**src/rtl/gn2d_pkg.sv**
```systemverilog
`timescale 1ns / 1ps
// ----------------------------------------------------------------------------
// gn2d_pkg
// Shared types, constants and gradient lookup for the 2D gradient noise block.
// ----------------------------------------------------------------------------
package gn2d_pkg;

	localparam int TABLE_DEPTH = 512;
	localparam int TABLE_AW    = 9;
	localparam int PIPE_DEPTH  = 12;

	typedef logic signed [17:0] grad_t;
	typedef logic signed [16:0] frac_t;
	typedef logic signed [19:0] fade_t;
	typedef logic signed [20:0] dot_t;
	typedef logic signed [17:0] elev_t;
	typedef logic [TABLE_AW-1:0] taddr_t;
	typedef logic [7:0] perm_t;

	localparam grad_t ONE_Q16  = 18'sd65536;
	localparam grad_t DIAG_Q16 = 18'sd46341;
	localparam elev_t ELEV_MAX = 18'sd131071;
	localparam elev_t ELEV_MIN = -18'sd131072;

	localparam logic KIND_EVAL = 1'b0;
	localparam logic KIND_LOAD = 1'b1;

	function automatic grad_t grad_x(input logic [2:0] g);
		grad_t r;
		case (g)
			3'd0: r = DIAG_Q16;
			3'd1: r = -DIAG_Q16;
			3'd2: r = DIAG_Q16;
			3'd3: r = -DIAG_Q16;
			3'd4: r = ONE_Q16;
			3'd5: r = -ONE_Q16;
			default: r = '0;
		endcase
		return r;
	endfunction

	function automatic grad_t grad_y(input logic [2:0] g);
		grad_t r;
		case (g)
			3'd0: r = DIAG_Q16;
			3'd1: r = DIAG_Q16;
			3'd2: r = -DIAG_Q16;
			3'd3: r = -DIAG_Q16;
			3'd6: r = ONE_Q16;
			3'd7: r = -ONE_Q16;
			default: r = '0;
		endcase
		return r;
	endfunction

endpackage

```
**src/rtl/gn2d_fade.sv**
```systemverilog
`timescale 1ns / 1ps
// ----------------------------------------------------------------------------
// gn2d_fade
// Three-stage fade curve 3t^2-2t^3, Q.16 in, Q.16 out, truncated toward zero.
// ----------------------------------------------------------------------------
module gn2d_fade (
	input  logic                 clk,
	input  logic [2:0]           adv,
	input  gn2d_pkg::frac_t      t,
	output gn2d_pkg::fade_t      fade
);

	logic signed [33:0] t2_w;
	logic signed [33:0] t2_s1;
	logic signed [16:0] t_s1;
	logic signed [50:0] t3_w;
	logic signed [50:0] t3_s2;
	logic signed [33:0] t2_s2;
	logic signed [51:0] a_w;
	logic signed [51:0] c_w;
	gn2d_pkg::fade_t    f_w;
	gn2d_pkg::fade_t    fade_s3;

	assign t2_w = t * t;
	assign t3_w = t2_s1 * t_s1;
	assign a_w  = {{18{t2_s2[33]}}, t2_s2} <<< 16;
	assign c_w  = a_w + (a_w <<< 1) - ({t3_s2[50], t3_s2} <<< 1);
	// truncate toward zero: bump floor when negative with a nonzero remainder
	assign f_w  = c_w[51:32] + {19'd0, (c_w[51] && (|c_w[31:0]))};

	always_ff @(posedge clk) begin
		if (adv[0]) begin
			t2_s1 <= t2_w;
			t_s1  <= t;
		end
		if (adv[1]) begin
			t3_s2 <= t3_w;
			t2_s2 <= t2_s1;
		end
		if (adv[2]) begin
			fade_s3 <= f_w;
		end
	end

	assign fade = fade_s3;

endmodule

```
**config.mk**
```make
export PLATFORM = sky130hd
export DESIGN_NAME = gn2d_fade
export DESIGN_NICKNAME = d
export VERILOG_FILES = /design/src/rtl/gn2d_pkg.sv /design/src/rtl/gn2d_fade.sv
export SDC_FILE = /design/constraint.sdc
export NUM_CORES = 2
export LEC_CHECK = 0
export BUFFER_PORTS_ARGS = -buffer_cell sky130_fd_sc_hd__buf_2
export CORE_MARGIN = 1
export CORE_UTILIZATION = 50
export CTS_BUF_LIST = sky130_fd_sc_hd__clkbuf_4
export DETAILED_ROUTE_END_ITERATION = 7
export PLACE_DENSITY = 0.65
export SLEW_MARGIN = 5
export SYNTH_ARGS = -nofsm -noshare
export SYNTH_HDL_FRONTEND = slang
export SYNTH_SLANG_ARGS = --single-unit
export TNS_END_PERCENT = 20
```
**constraint.sdc**
```tcl
create_clock -name clk -period 7.55 [get_ports clk]
set_input_delay 0.3775 -clock clk [delete_from_list [all_inputs] [get_ports clk]]
set_output_delay 0.3775 -clock clk [all_outputs]
set_load 0.02 [all_outputs]
```
Word level (Yosys, flattened, before mapping)
Index checks and enable logic that the tools add are counted.
Widths: inputs -> output; s select.
{"block": "classes", "reduce_logical": 2, "n_mul": 2, "n_addsub": 3}
{"cell": "$add 50x51->52", "count": 1}
{"cell": "$sub 52x52->52", "count": 1}
{"cell": "$mul 34x17->51", "count": 1}
{"cell": "$mul 17x17->34", "count": 1}
{"cell": "$reduce_or 32->1", "count": 1}
{"cell": "$add 20x1->20", "count": 1}
{"cell": "$logic_and 1x1->1", "count": 1}
{"block": "word_totals", "out_inout_bits": 20, "word_cells": 12, "in_bits": 21, "ff_bits": 156}

Depth between registers and ports, before layout
{"block": "depth", "word_depth": 5, "depth_mapped": 27, "depth_no_buf": 26}

Worst setup path before layout
OpenSTA, ideal clock, no wires.
{"block": "synth_path", "kind": "input to register", "from": "in t[2]", "to": "reg t2_s1[33] (data pin)", "setup_ps": 260, "setup_slack_ps": 545, "t_arrival_ps": 6746, "n_path_buf": 2, "cell_stages": 27, "t_required_ps": 7290, "cell_sequence": "clkbuf_1 -> clkbuf_1 -> nand2_1 -> fa_1 -> inv_1 -> fa_1 -> inv_1 -> fa_1 -> fa_1 -> inv_1 -> fa_1 -> inv_1 -> fa_1 -> inv_1 -> ha_1 -> a21o_1 -> a21o_1 -> a21oi_1 -> o31ai_1 -> o31a_1 -> a41o_1 -> o41ai_1 -> o21ai_0 -> o41ai_1 -> o21bai_1 -> a21oi_1 -> xnor2_1"}
{"block": "synth_between", "elab_chain_cells": 1}
{"element": "start: declaration", "line": "gn2d_fade.sv:9", "text": "input gn2d_pkg::frac_t t,"}
{"element": "$mul 17x17->34", "line": "gn2d_fade.sv:24", "text": "assign t2_w = t * t;"}
{"element": "named net t2_w[33]", "line": "gn2d_fade.sv:13", "text": "logic signed [33:0] t2_w;"}
{"element": "end signal: assignment", "line": "gn2d_fade.sv:33", "text": "t2_s1 <= t2_w;"}
{"element": "end: declaration", "line": "gn2d_fade.sv:14", "text": "logic signed [33:0] t2_s1;"}
The timed path passes the listed nets, and every way through them passes these cells.
A chain may end at the register's enable or synchronous reset.

Final worst setup path
{"block": "layout_path", "from": "in t[8]", "to": "reg t2_s1[33] (data pin)"}
Same word-level chain as after synthesis.

==> flow_summary.yaml <==
run_status:
  outcome: "finished with violations"
  violations: "design-rule violations"
logic_synthesis:
  synth-seq-area-share_pct: 12.30
  synth_flop_cell: "edfxtp_1"
  synth_largest_area_cell: "fa_1"
  synth_area_leaders: "fa_1 (46%), edfxtp_1 (12%), inv_1 (10%), ha_1 (8.4%), and2_1 (5.2%)"
  synth_commonest_cells: "inv_1 (1011), fa_1 (846), nand2_1 (424)"
  synth.most_common_cell: "inv_1"
  yosysWarnings: 0
  synth-edff-count: 152
  netlist.area_leader.share_pct: 45.63
  ys_seq_elements: 152
  async_flop_share_pct: 0
  synth_cells: 3829
  syn_area_um2: 37120
  synth_cell_types: 76
  avgSynthCellArea_um2: 9.693
route:
  wire_per_inst_um: 16.49
  drtIter0Drc: 1498
  drt-pass1-iter-count: 8
  route.detailed.drc: 8
  wl_um: 79690
  ant_nets: 0
  viasPerCell: 5.059
  vias: 24440
timing:
  fmax_ghz: 0.1404
  tightest_slew_ps: 902.5
  maxSlewHeadroom_pct: 39.84
  fin_crit_ps: 7123
  fin_skew_ps: 40.01
  finalSetupTns_ps: 0
  drv_slew: 0
  period_share_pct: 94.35
  hold_viol_final: 0
  rsz0062_at_grt: "no"
  setup_viol: 0
layout:
  final_cells: 4831
  nNetsFinal: 4973
  n_fill_cell: 6681
  syn_to_final_growth_pct: 5.111
  drive_gt1_share_pct: 4.650
grt:
  grt_pass1_wl_um: 133900
  antenna_found_initial: 2
  grt_max_degree: 75
  grt_pass1_vias: 26050
  gr-usage-all-layers_pct: 22.68
  grt-ovfl-total: 0
floorplanning:
  io_pins: 41
  core_area_um2: 73210
  die_x_um: 274.5
  std_cell_rows: 99
  die_y_um: 274.5
  dieArea_um2: 75330
  start_util_pct: 50.70
worst_hold_path:
  worstHoldPathCells: 1
  hold_path.class: "primary input to register"
critical_path:
  reg2regPathDepth: 24
  worstSetupStartpointType: "primary input"
  crit_arrival_ps: 7580
  r2r_slack_ps: 430
  critPathMaxFanout: 17
  worstSetupPathType: "primary input to register"
  end_kind: "register"
  cp.required_ps: 8000
place:
  io_buffers: 40
  dp_hpwl_um: 68210
  dp_cells: 4796
  place.gp.congestion: 0.8823
clock_tree:
  cts_sinks: 152
  postCtsSetupRepairBufs: 0
  cts_buffer_depth: 2
  numCtsBuffers: 17
  htree_levels: 4
  clock_latency_ps: 690
  cts_tree: "built"
  cts-root-buf: "clkbuf_4"
  clk_pin_slew_ps: 160
run:
  maxCapViolCount: 0
critical path, stage by stage:
cell           delay, ps
dlygate4sd3_1        520
buf_2                340
inv_1                180
fa_1                 560
inv_1                 50
fa_1                 490
inv_1                 60
fa_1                 480
fa_1                 490
inv_1                 50
fa_1                 470
inv_1                 50
fa_1                 470
inv_1                 40
ha_1                 330
a21o_1               180
a21o_1               160
a21oi_1              180
o31ai_1              120
o31a_1               330
a41o_1               290
o41ai_1              370
o21ai_0              200
o41ai_1              410
o21bai_1             110
a21oi_1              190
xnor2_1               80
flip-flops by register name, indices dropped and copies added, names as in the netlist:
register  flops
t_s1         16
t2_s1        33
t2_s2        32
fade         20
t3_s2        51
worst paths after layout:
kind	from	end
max	t[8]	t2_s1[33]$_DFFE_PP_
min	t[1]	t_s1[1]$_DFFE_PP_
max reg2reg	t2_s1[10]$_DFFE_PP_	t3_s2[44]$_DFFE_PP_
min reg2reg	t2_s1[5]$_DFFE_PP_	t2_s2[5]$_DFFE_PP_
stage by stage:
step | cell area [µm²] | util [%] | setup slack, ps | hold WS, ps
3_3_place_gp | 38720 | 52.89 | 233.0 | 669.9
2_1_floorplan | 37130 | - | 544.6 | 467.5
5_1_grt | 39010 | 53.29 | 5.282 | 61.64
6_report | 39010 | 53.29 | 426.8 | 134.0
4_1_cts | 38990 | 53.26 | 211.0 | 3.222
3_5_place_dp | 38720 | 52.89 | 118.3 | 676.2
per-layer routing:
layer  share of wire (%)  track usage (%)
met1                  46            32.85
met2                  44            34.91
met3                 7.6            4.948
met4                 1.6            5.132
met5               0.018                0
cell usage in the layout, fill, tap and decap left out, types with 13 or more instances in the layout:
cell type,n
a21o_1,54
a21oi_1,93
a31oi_1,13
and2_1,309
and3_1,20
buf_2,39
buf_4,79
clkbuf_4,18
edfxtp_1,152
fa_1,846
ha_1,248
inv_1,1011
nand2_1,424
nand2b_1,20
nand3_1,24
nand4_1,13
nor2_1,106
nor3_1,21
o21ai_0,55
o21bai_1,16
xnor2_1,99
xor2_1,38
area by class of cell:
type                    instances  area [µm²]  share of cell area [%]
diodes                          1       2.502                0.006414
flip-flops and latches        152        4564                   11.70
clock inverters                14       117.6                  0.3015
clock buffers                  18       135.1                  0.3464
multi-input cells            2554       28350                   72.67
well taps                     959        1200                   3.076
repair buffers                122       848.3                   2.174
inverters                    1011        3795                   9.727
timing repair:
item	in CTS	in global routing
resized for setup	0	4
setup endpoints to repair	0	6
hold buffers	2	0
endpoints found under the hold margin	10	0
cells by family after synthesis:
group                      share of synthesized area (%)
adders and majority gates                          53.99
xor gates and xnor gates                           3.277
buffers and inverters                              11.43
DFF                                                12.30
other                                            0.02023
and+or+nand+nor                                    13.18
AOI/OAI and AO/OA                                  5.744
muxes                                            0.05731
Power is not shown: default switching activity piles up to over one toggle a cycle in this logic, so the estimate is an artifact.
